`config.mk`:
```
export PLATFORM = sky130hd
export DESIGN_NAME = sbus_frame_decoder
export DESIGN_NICKNAME = d
export VERILOG_FILES = /design/src/rtl/core/sfd_pkg.sv /design/src/rtl/core/sbus_frame_decoder.sv
export SDC_FILE = /design/constraint.sdc
export NUM_CORES = 1
export LEC_CHECK = 0
export BUFFER_PORTS_ARGS = -buffer_cell sky130_fd_sc_hd__buf_4
export CAP_MARGIN = 25
export CORE_ASPECT_RATIO = 2
export CORE_MARGIN = 2
export CORE_UTILIZATION = 65
export CTS_CLUSTER_SIZE = 12
export DETAILED_ROUTE_END_ITERATION = 6
export PLACE_DENSITY_LB_ADDON = 0.1
export SLEW_MARGIN = 30
export SYNTH_ARGS = -nofsm -noshare
export SYNTH_HDL_FRONTEND = slang
export SYNTH_SLANG_ARGS = --single-unit
```
`constraint.sdc`:
```
create_clock -name clk -period 38.2 [get_ports clk]
set_input_delay 9.55 -clock clk [delete_from_list [all_inputs] [get_ports clk]]
set_output_delay 9.55 -clock clk [all_outputs]
set_load 0.02 [all_outputs]
```
`src/rtl/core/sfd_pkg.sv`:
```
// Shared types and constants for the SBUS frame decoder.
`default_nettype none

package sfd_pkg;

	localparam int CHANNEL_COUNT = 16;
	localparam int FRAME_BYTES   = 25;
	localparam int PAYLOAD_BYTES = 22;
	localparam int FLAG_POS      = 23;

	localparam int BYTE_W    = 8;
	localparam int RAW_W     = 11;
	localparam int OUT_W     = 12;
	localparam int CH_W      = 4;
	localparam int POS_W     = 5;
	localparam int PAYLOAD_W = PAYLOAD_BYTES * BYTE_W;

	// Datapath widths: signed raw offset, signed output span, their product,
	// the product magnitude, the divide remainder and step count, and the value before clamping.
	localparam int DIFF_W = RAW_W + 1;
	localparam int SPAN_W = OUT_W + 1;
	localparam int PROD_W = DIFF_W + SPAN_W;
	localparam int MAG_W  = PROD_W - 1;
	localparam int REM_W  = RAW_W + 1;
	localparam int CNT_W  = 5;
	localparam int VAL_W  = MAG_W + 2;

	localparam logic [BYTE_W-1:0] START_BYTE   = 8'h0F;
	localparam int                LOST_BIT     = 2;
	localparam int                FAILSAFE_BIT = 3;

	localparam int CFG_IDX_W  = 4;
	localparam int CFG_DATA_W = OUT_W;

	localparam logic [CFG_IDX_W-1:0] CFG_RAW_MIN = 4'd0;
	localparam logic [CFG_IDX_W-1:0] CFG_RAW_MAX = 4'd1;
	localparam logic [CFG_IDX_W-1:0] CFG_OUT_MIN = 4'd2;
	localparam logic [CFG_IDX_W-1:0] CFG_OUT_MAX = 4'd3;

	localparam logic [RAW_W-1:0] RAW_MIN_RST = 11'd172;
	localparam logic [RAW_W-1:0] RAW_MAX_RST = 11'd1811;
	localparam logic [OUT_W-1:0] OUT_MIN_RST = 12'd1000;
	localparam logic [OUT_W-1:0] OUT_MAX_RST = 12'd2000;

	typedef enum logic [2:0] {
		ST_IDLE,
		ST_MUL,
		ST_DIV,
		ST_FIN,
		ST_OUT
	} state_t;

endpackage

`default_nettype wire

```
`src/rtl/core/sbus_frame_decoder.sv`:
```
// SBUS frame decoder top level: byte collection, channel unpack and rescale sequencer.
`default_nettype none

// Bytes are taken one per cycle while the block waits for or collects a frame;
// bytes other than 0x0F are dropped until a start byte arrives. Once the 25th
// byte is taken, rx_stall stays high while the sixteen channels are worked
// out one after another by a shared multiply and restoring divide unit: the
// product is registered in ST_MUL, ST_DIV yields one quotient bit per cycle,
// ST_FIN applies sign, offset and clamp, then the result beat waits as long as
// chan_stall is high. When raw_max equals raw_min the divide is skipped.
// Configuration writes are always taken, one per cycle.

module sbus_frame_decoder (
	input  wire logic                               clk,
	input  wire logic                               arst_n,
	input  wire logic                               rx_valid,
	output logic                                    rx_stall,
	input  wire logic [sfd_pkg::BYTE_W-1:0]         rx_byte,
	output logic                                    chan_valid,
	input  wire logic                               chan_stall,
	output logic [sfd_pkg::CH_W-1:0]                chan_index,
	output logic [sfd_pkg::RAW_W-1:0]               chan_raw,
	output logic [sfd_pkg::OUT_W-1:0]               chan_value,
	output logic                                    signal_lost,
	output logic                                    failsafe_active,
	output logic                                    last_channel,
	input  wire logic                               cfg_valid,
	output logic                                    cfg_ready,
	input  wire logic [sfd_pkg::CFG_IDX_W-1:0]      cfg_index,
	input  wire logic [sfd_pkg::CFG_DATA_W-1:0]     cfg_data
);

	sfd_pkg::state_t state_q, state_d;

	logic [sfd_pkg::RAW_W-1:0]     raw_min_q, raw_max_q;
	logic [sfd_pkg::OUT_W-1:0]     out_min_q, out_max_q;
	logic [sfd_pkg::POS_W-1:0]     pos_q;
	logic [sfd_pkg::CH_W-1:0]      ch_q;
	logic [sfd_pkg::PAYLOAD_W-1:0] payload_q;
	logic                          lost_q, fs_q;
	logic                          neg_q;
	logic [sfd_pkg::RAW_W-1:0]     den_mag_q;
	logic [sfd_pkg::MAG_W-1:0]     dvd_q;
	logic [sfd_pkg::REM_W-1:0]     rem_q;
	logic [sfd_pkg::CNT_W-1:0]     cnt_q;
	logic [sfd_pkg::OUT_W-1:0]     value_q;

	logic rx_take, chan_take, cfg_take, frame_done, den_zero, div_last, ch_last;

	logic signed [sfd_pkg::DIFF_W-1:0] diff;
	logic signed [sfd_pkg::SPAN_W-1:0] span;
	logic signed [sfd_pkg::PROD_W-1:0] prod;
	logic        [sfd_pkg::PROD_W-1:0] prod_abs;
	logic signed [sfd_pkg::DIFF_W-1:0] den;
	logic        [sfd_pkg::DIFF_W-1:0] den_abs;

	logic [sfd_pkg::REM_W-1:0] rem_sh;
	logic                      q_bit;

	logic signed [sfd_pkg::VAL_W-1:0] quot_s, lo_s, hi_s, sum_s;
	logic        [sfd_pkg::OUT_W-1:0] clamped;

	assign cfg_ready = 1'b1;
	assign cfg_take  = cfg_valid & cfg_ready;
	assign rx_stall  = (state_q != sfd_pkg::ST_IDLE);
	assign rx_take   = rx_valid & ~rx_stall;
	assign chan_take = chan_valid & ~chan_stall;

	assign frame_done = rx_take && (pos_q == sfd_pkg::POS_W'(sfd_pkg::FRAME_BYTES - 1));
	assign ch_last    = (ch_q == sfd_pkg::CH_W'(sfd_pkg::CHANNEL_COUNT - 1));
	assign div_last   = (cnt_q == sfd_pkg::CNT_W'(sfd_pkg::MAG_W - 1));

	// Product of the raw offset and the output span, and the signed divisor.
	assign diff     = $signed({1'b0, payload_q[sfd_pkg::RAW_W-1:0]}) - $signed({1'b0, raw_min_q});
	assign span     = $signed({1'b0, out_max_q}) - $signed({1'b0, out_min_q});
	assign prod     = diff * span;
	assign prod_abs = prod[sfd_pkg::PROD_W-1] ? sfd_pkg::PROD_W'(-prod) : prod;
	assign den      = $signed({1'b0, raw_max_q}) - $signed({1'b0, raw_min_q});
	assign den_abs  = den[sfd_pkg::DIFF_W-1] ? sfd_pkg::DIFF_W'(-den) : den;
	assign den_zero = (den == '0);

	// One restoring divide step.
	assign rem_sh = {rem_q[sfd_pkg::REM_W-2:0], dvd_q[sfd_pkg::MAG_W-1]};
	assign q_bit  = (rem_sh >= {1'b0, den_mag_q});

	// Quotient truncated toward zero, offset by out_min, clamped floor first.
	assign quot_s = neg_q ? -$signed({2'b00, dvd_q}) : $signed({2'b00, dvd_q});
	assign lo_s   = $signed({{(sfd_pkg::VAL_W - sfd_pkg::OUT_W){1'b0}}, out_min_q});
	assign hi_s   = $signed({{(sfd_pkg::VAL_W - sfd_pkg::OUT_W){1'b0}}, out_max_q});
	assign sum_s  = quot_s + lo_s;

	always_comb begin
		if (sum_s < lo_s) begin
			clamped = out_min_q;
		end else if (sum_s > hi_s) begin
			clamped = out_max_q;
		end else begin
			clamped = sum_s[sfd_pkg::OUT_W-1:0];
		end
	end

	always_ff @(posedge clk or negedge arst_n) begin
		if (!arst_n) begin
			state_q <= sfd_pkg::ST_IDLE;
		end else begin
			state_q <= state_d;
		end
	end

	always_comb begin
		state_d    = state_q;
		chan_valid = 1'b0;
		case (state_q)
			sfd_pkg::ST_IDLE: begin
				if (frame_done) begin
					state_d = sfd_pkg::ST_MUL;
				end
			end
			sfd_pkg::ST_MUL: begin
				state_d = den_zero ? sfd_pkg::ST_OUT : sfd_pkg::ST_DIV;
			end
			sfd_pkg::ST_DIV: begin
				if (div_last) begin
					state_d = sfd_pkg::ST_FIN;
				end
			end
			sfd_pkg::ST_FIN: begin
				state_d = sfd_pkg::ST_OUT;
			end
			sfd_pkg::ST_OUT: begin
				chan_valid = 1'b1;
				if (!chan_stall) begin
					state_d = ch_last ? sfd_pkg::ST_IDLE : sfd_pkg::ST_MUL;
				end
			end
			default: begin
				state_d = sfd_pkg::ST_IDLE;
			end
		endcase
	end

	// Configuration registers.
	always_ff @(posedge clk or negedge arst_n) begin
		if (!arst_n) begin
			raw_min_q <= sfd_pkg::RAW_MIN_RST;
			raw_max_q <= sfd_pkg::RAW_MAX_RST;
			out_min_q <= sfd_pkg::OUT_MIN_RST;
			out_max_q <= sfd_pkg::OUT_MAX_RST;
		end else if (cfg_take) begin
			case (cfg_index)
				sfd_pkg::CFG_RAW_MIN: raw_min_q <= cfg_data[sfd_pkg::RAW_W-1:0];
				sfd_pkg::CFG_RAW_MAX: raw_max_q <= cfg_data[sfd_pkg::RAW_W-1:0];
				sfd_pkg::CFG_OUT_MIN: out_min_q <= cfg_data;
				sfd_pkg::CFG_OUT_MAX: out_max_q <= cfg_data;
				default: begin
				end
			endcase
		end
	end

	// Byte position and channel counter.
	always_ff @(posedge clk or negedge arst_n) begin
		if (!arst_n) begin
			pos_q <= '0;
			ch_q  <= '0;
		end else begin
			if (rx_take) begin
				if (pos_q == '0) begin
					if (rx_byte == sfd_pkg::START_BYTE) begin
						pos_q <= sfd_pkg::POS_W'(1);
					end
				end else if (frame_done) begin
					pos_q <= '0;
				end else begin
					pos_q <= pos_q + sfd_pkg::POS_W'(1);
				end
			end
			if (frame_done) begin
				ch_q <= '0;
			end else if (chan_take && !ch_last) begin
				ch_q <= ch_q + sfd_pkg::CH_W'(1);
			end
		end
	end

	// Payload shift line, flags and the divide unit.
	always_ff @(posedge clk) begin
		if (rx_take && pos_q != '0
			&& pos_q <= sfd_pkg::POS_W'(sfd_pkg::PAYLOAD_BYTES)) begin
			payload_q <= {rx_byte, payload_q[sfd_pkg::PAYLOAD_W-1:sfd_pkg::BYTE_W]};
		end else if (chan_take) begin
			payload_q <= payload_q >> sfd_pkg::RAW_W;
		end
		if (rx_take && pos_q == sfd_pkg::POS_W'(sfd_pkg::FLAG_POS)) begin
			lost_q <= rx_byte[sfd_pkg::LOST_BIT];
			fs_q   <= rx_byte[sfd_pkg::FAILSAFE_BIT];
		end
		case (state_q)
			sfd_pkg::ST_MUL: begin
				neg_q     <= prod[sfd_pkg::PROD_W-1] ^ den[sfd_pkg::DIFF_W-1];
				dvd_q     <= prod_abs[sfd_pkg::MAG_W-1:0];
				den_mag_q <= den_abs[sfd_pkg::RAW_W-1:0];
				rem_q     <= '0;
				cnt_q     <= '0;
				value_q   <= out_min_q;
			end
			sfd_pkg::ST_DIV: begin
				rem_q <= q_bit ? (rem_sh - {1'b0, den_mag_q}) : rem_sh;
				dvd_q <= {dvd_q[sfd_pkg::MAG_W-2:0], q_bit};
				cnt_q <= cnt_q + sfd_pkg::CNT_W'(1);
			end
			sfd_pkg::ST_FIN: begin
				value_q <= clamped;
			end
			default: begin
			end
		endcase
	end

	assign chan_index      = ch_q;
	assign chan_raw        = payload_q[sfd_pkg::RAW_W-1:0];
	assign chan_value      = value_q;
	assign signal_lost     = lost_q;
	assign failsafe_active = fs_q;
	assign last_channel    = ch_last;

endmodule

`default_nettype wire

```
==> flow_summary.toml, run 1 <==
[sta]
fmax_ghz = 0.0841
min_period_over_period = 0.311
finClkSkew_ns = 0.0238
hold_viol = 0
tightest_slew_ns = 1.04
setup_violations = 0
maxSlewViolCount = 0
rsz0062_at_grt = "false"
max_slew_margin = 0.308
fin_setup_tns_ns = 0
min_period_ns = 11.89

[global_route]
grt_pass1_vias = 16700
grt_pass1_wl_um = 85400
grt_max_degree = 177
overflow = 0
grt.total_usage = 0.301
antenna_found_initial = 0

[clocking]
clk_pin_slew_ns = 0.06
post_cts_buffers = 0
htree_num_levels = 1
clock_latency_ns = 0.59
cts_resized = 0
cts-root-buf = "clkbuf_16"
cts_buffers = 30
cts_hold_buffers = 0
cts_tree = "yes"
clock_tree.buffer_depth = 3
cts.sinks = 300

[status]
status = "finished clean"

[setup_path]
worstPathCellList = "buf_4, nand2_1, nor2_1, nand2_4, buf_4, buf_4, buf_16, mux2_2"
critPathTopFamily = "simple AND/OR/NAND/NOR gates"
r2r_cells = 35
rr_endpoint = "dvd_q[23]$_DFFE_PP_"
startpoint = "rx_valid"
cp.depth = 8
cpMostUsedCell = "buf_4"
required_ns = 38.52
r2r_slack_ns = 28.07
critPathKind = "primary input to register"
end_kind = "register"
cp_max_fo = 57
timing.rr.start = "out_min_q[0]$_DFFE_PN0P_"
cp_data_arrival_time_ns = 12.21
slowest_stage = "nor2_1"
critPathCapture = "payload_q[93]$_DFFE_PP_"
crit_buf_inv = 4
critPathLaunchType = "primary input"
cp_slowest_stage_delay_ns = 0.58

[synthesis]
synth-compound-area-share = 0.0800
synthTopCellsByArea = "edfxtp_1, fa_1, mux2_2"
synth_fa_ha_area_frac = 0.208
synthMuxAreaShare = 0.109
synth_top_area_share = 0.314
synth_area_mm2 = 0.0232
synth_cells = 2152
ys_warn_count = 0
synth-seq-area-share = 0.377
synth_common_cells = "inv_1, edfxtp_1, mux2_2"
synth_most_common_cell = "inv_1"
synthSimpleGateAreaFrac = 0.121
synth_edf_count = 242
avgSynthCellArea_um2 = 10.8
synth_top_family_by_area = "adder cells"
yosysTopAreaCell = "edfxtp_1"
synth_nets = 2474
synth_ff_type = "edfxtp_1"
ys_types = 80
ys_ff_latch = 300
synth_xor_area_frac = 0.0428
async_flop_share = 0.193

[final_layout]
drive_gt1_frac = 0.171
area_growth_pct = 7.87
fin_cells = 2654
layout.nets = 2507
n_antenna_cell = 0

[floorplanning]
core-area_mm2 = 0.0351
die_h_um = 271
rows = 97
dieArea_mm2 = 0.0373
start_util = 0.661
die_w_um = 138
ios = 62

[route]
drt_iter0_drc = 727
wl_um = 54400
via_per_inst = 5.99
drc_errors = 0
ant_nets = 0
vias = 15900
firstDrtPassIters = 4
wl_per_cell_um = 20.5

[place]
dp_hpwl_um = 43100
place_inst = 2597
port_buffers = 60
gp_congestion = 0.948

[job]
cap_viol_max_count = 0

[min_path]
hold_class = "register to register"
registers in the layout, indices dropped and copies added, names as in the netlist, 3 cells and up:
signal      cells
raw_min_q      11
cnt_q           5
out_max_q      12
chan_value     12
raw_max_q      11
state_q         3
out_min_q      12
payload_q     176
pos_q           5
den_mag_q      11
chan_index      4
dvd_q          24
rem_q          11
cell families after synthesis:
family	Yosys count
compound gates	292
other cells	1
xor+xnor	111
buf+inv	366
simple gates	562
mux	227
flops	300
fa+ha+maj	293
cell type report:
class / instances / area [µm²]
flip-flops and latches: 300 / 8750
repair buffers: 82 / 652
well taps: 445 / 557
fillers: 2600 / 10100
clock buffers: 50 / 826
clock inverters: 6 / 83.8
multi-input cells: 1486 / 13100
inverters: 285 / 1070
metrics by stage:
step                      hold slack, ns   util  setup WS (ns)  cell area [µm²]
after global placement             0.494  0.685          25.63            24000
after detailed placement           0.505  0.686          25.60            24000
after global routing               0.534  0.713          26.07            25000
after CTS                          0.521  0.711          26.17            25000
final                              0.516  0.713          26.31            25000
after floorplan                    0.484      -          15.42            23200
layer usage:
metal / wire length, µm / GRT usage
met2: 30700 / 0.574
met3: 1740 / 0.0322
met1: 17300 / 0.285
met5: 0 / 0
met4: 4730 / 0.218
worst min-delay path by stage:
stage | slack [ns] | startpoint | end | cells after the start
final | 0.52 | raw_max_q[5]$_DFFE_PN0P_ | raw_max_q[5]$_DFFE_PN0P_ | 1
after global routing | 0.53 | raw_max_q[5]$_DFFE_PN0P_ | raw_max_q[5]$_DFFE_PN0P_ | 1
after CTS | 0.52 | raw_max_q[5]$_DFFE_PN0P_ | raw_max_q[5]$_DFFE_PN0P_ | 1
after floorplan | 0.48 | raw_max_q[2]$_DFFE_PN0P_ | raw_max_q[2]$_DFFE_PN0P_ | 1
after global placement | 0.49 | raw_max_q[6]$_DFFE_PN0P_ | raw_max_q[6]$_DFFE_PN0P_ | 1
after detailed placement | 0.50 | raw_max_q[3]$_DFFE_PN0P_ | raw_max_q[3]$_DFFE_PN0P_ | 1
layout by cell type, fill, tap and decap left out, types with 6 or more instances in the layout:
master	count
inv_1	285
edfxtp_1	242
mux2_2	194
nand2_1	172
fa_1	153
ha_1	140
nor2_1	121
o21ai_0	109
buf_4	79
xnor2_1	72
a21oi_1	58
nand2b_1	43
dfrtp_1	36
xor2_1	35
nor2b_1	34
mux2i_1	33
nor3_1	32
clkbuf_16	30
nand3_1	22
dfstp_2	22
or3_1	21
and2_1	20
and3_1	20
clkbuf_1	20
a21boi_0	16
a21o_1	16
nand4_1	16
o31ai_1	12
or2_2	11
o21a_1	9
nor4_1	8
o211ai_1	8
o41ai_1	7
a211o_1	6
Power of run 1 is not shown: default switching activity piles up to over one toggle a cycle in this logic, so the estimate is an artifact.
==> run 2: changes to the inputs <==
--- a/config.mk
+++ b/config.mk
@@ -5,11 +5,12 @@
 export SDC_FILE = /design/constraint.sdc
 export NUM_CORES = 1
 export LEC_CHECK = 0
+export ABC_AREA = 1
 export BUFFER_PORTS_ARGS = -buffer_cell sky130_fd_sc_hd__buf_4
 export CAP_MARGIN = 25
 export CORE_ASPECT_RATIO = 2
 export CORE_MARGIN = 2
-export CORE_UTILIZATION = 65
+export CORE_UTILIZATION = 58
 export CTS_CLUSTER_SIZE = 12
 export DETAILED_ROUTE_END_ITERATION = 6
 export PLACE_DENSITY_LB_ADDON = 0.1
==> constraint.sdc (replaced) <==
create_clock -name clk -period 9.7 [get_ports clk]
set_input_delay 2.425 -clock clk [delete_from_list [all_inputs] [get_ports clk]]
set_output_delay 2.425 -clock clk [all_outputs]
set_load 0.02 [all_outputs]
==> run 2 against run 1 <==
  * Sequential cell count is the same
  * Routed wire length is 17% higher
  * Synthesized cell count grew 29%
  * Sequential share of layout area down 0.41 points
  * Die area grew 13%
  * Count of clock-buffer cells in the layout increased by 1
  * First-iteration DRC count is 5.8% higher
  * Global-route usage down 0.070 points
  * Final cell count increased by 27%
  * Register-to-register slack lost 27 ns
  * Worst setup slack worse by 25 ns
  * Non-clock buffer count fell by 8
  * Critical path type is now register to register
==> flow_summary.toml, run 2 <==
[sta]
fin_setup_tns_ns = 0
hold_viol = 0
maxSlewViolCount = 0
max_slew_margin = 0.327
fmax_ghz = 0.119
tightest_slew_ns = 1.01
rsz0062_at_grt = "false"
min_period_over_period = 0.866
setup_violations = 0
finClkSkew_ns = 0.0138
min_period_ns = 8.40

[route]
vias = 18100
firstDrtPassIters = 5
drc_errors = 0
via_per_inst = 5.40
ant_nets = 0
wl_um = 63500
wl_per_cell_um = 18.9
drt_iter0_drc = 769

[place]
gp_congestion = 1.03
dp_hpwl_um = 51300
port_buffers = 60

[setup_path]
cpMostUsedCell = "nand2_1"
crit_buf_inv = 8
cp_max_fo = 8
r2r_slack_ns = 1.30
critPathTopFamily = "adder cells"
required_ns = 10.03
rr_endpoint = "dvd_q[2]$_DFFE_PP_"
end_kind = "register"
critPathKind = "register to register"
cp_data_arrival_time_ns = 8.73
slowest_stage = "xor2_1"
startpoint = "out_min_q[3]$_DFFE_PN1P_"
cp_slowest_stage_delay_ns = 0.63
timing.rr.start = "out_min_q[3]$_DFFE_PN1P_"
critPathLaunchType = "register"
r2r_cells = 39
cp.depth = 39

[final_layout]
final_cell_mix = "nand2_1, inv_1, nor2_1, edfxtp_1, o21ai_0"
layout.nets = 3126
area_growth_pct = 7.90
regMostFlops = "payload_q"
final_common_cell = "nand2_1"
n_antenna_cell = 0
ff_latch_area_mm2 = 0.00875
drive_gt1_frac = 0.0728
multi_input_comb_area_mm2 = 0.0123
largest_reg_flops = 176
n_fill_cell = 3631
reg_top3 = "payload_q: 176 flops, dvd_q: 24 flops"

[global_route]
grt.busiest_layer = "met2"
grt_use_met3 = 0.0314
grt_max_degree = 263
grt_pass1_vias = 18800
overflow = 0
grt_use_met1 = 0.267
met2_usage = 0.617
antenna_found_initial = 0
grt.total_usage = 0.300
grt_pass1_wl_um = 97300

[clocking]
cts-root-buf = "clkbuf_16"
cts_hold_buffers = 0
cts_resized = 0
cts_tree = "yes"
post_cts_buffers = 0
cts.sinks = 300
clock_tree.buffer_depth = 3
clk_pin_slew_ns = 0.06
htree_num_levels = 1
clock_latency_ns = 0.60
cts_buffers = 30

[floorplanning]
ios = 62
dieArea_mm2 = 0.0421
core-area_mm2 = 0.0401
die_h_um = 288
die_w_um = 146
rows = 104
start_util = 0.585

[synthesis]
synth-seq-area-share = 0.373
synth_area_mm2 = 0.0234
ys_warn_count = 0
avgSynthCellArea_um2 = 8.43
yosysTopAreaCell = "edfxtp_1"
synth_top_area_share = 0.310
synth_ff_type = "edfxtp_1"
synth_edf_count = 242
synth_common_cells = "nand2_1, inv_1, nor2_1"
ys_types = 50
synth_cells = 2782
ys_ff_latch = 300
synth_nets = 3104
synthTopCellsByArea = "edfxtp_1, fa_1, nand2_1"
synth_most_common_cell = "nand2_1"
async_flop_share = 0.193

[status]
status = "finished clean"

[min_path]
hold_class = "register to register"
worstHoldStart = "raw_max_q[10]$_DFFE_PN1P_"
hold_end = "raw_max_q[10]$_DFFE_PN1P_"
hold_depth = 2

[job]
cap_viol_max_count = 0
==> run 2: changes by cell type after synthesis, moves of 21 or more <==
cell	before	now
xnor2_1	74	32
nand2b_1	43	0
nor2b_1	34	0
mux2i_1	33	0
nand3_1	22	87
xor2_1	36	66
o21ai_0	112	196
nand2_1	173	591
mux2_2	194	0
inv_1	285	535
or3_1	21	0
nor2_1	124	256
a21oi_1	58	174
==> run 2: worst register-to-register path: cells and delay by family, from the launching register on <==
kind,cells,cell delay (ns)
buf+inv,8,0.84
flops,1,0.56
compound gates,8,1.23
fa+ha+maj,7,3.23
simple gates,14,1.45
xor+xnor,2,0.82
==> run 2: logic make-up (layout without fill, tap and decap cells) <==
logic type,after synthesis,in the layout,share of synthesized area
fa+ha+maj,293,293,0.205
simple gates,1043,1043,0.186
other cells,1,1,0.000160
compound gates,422,422,0.0956
flops,300,300,0.373
buf+inv,625,671,0.103
xor+xnor,98,98,0.0366
==> run 2: worst max-delay path by stage <==
stage          slack, ns                     end
6_report            1.30      dvd_q[2]$_DFFE_PP_
3_5_place_dp        1.36      dvd_q[2]$_DFFE_PP_
4_1_cts             1.31      dvd_q[2]$_DFFE_PP_
5_1_grt             0.69      dvd_q[2]$_DFFE_PP_
3_3_place_gp        1.58      dvd_q[7]$_DFFE_PP_
2_1_floorplan       1.89  payload_q[0]$_DFFE_PP_
==> run 2: routing by layer <==
layer	vias to the layer above	routed length, µm
met5	-	0
met4	0	4990
met3	214	2000
met2	414	36700
met1	8644	19800
li1	8854	-
==> run 2: area by class of cell <==
class,instances,area share
clock buffer,51,0.0336
tap,530,0.0262
timing repair buffer,74,0.0239
multi-input combinational,1857,0.486
inverter,541,0.0803
sequential,300,0.346
clock inverter,5,0.00406
==> run 2: per-stage QoR <==
step | hold WS [ns] | setup slack, ns | utilization | std cells | area, µm²
floorplan | 0.453 | 1.89 | - | 2782 | 23400
global placement | 0.471 | 1.58 | 0.606 | 3300 | 24300
detailed placement | 0.482 | 1.36 | 0.607 | 3300 | 24300
CTS | 0.497 | 1.31 | 0.630 | 3356 | 25300
global route | 0.515 | 0.695 | 0.631 | 3358 | 25300
finish | 0.495 | 1.30 | 0.631 | 3358 | 25300
Power of run 2 is left out for the same reason.
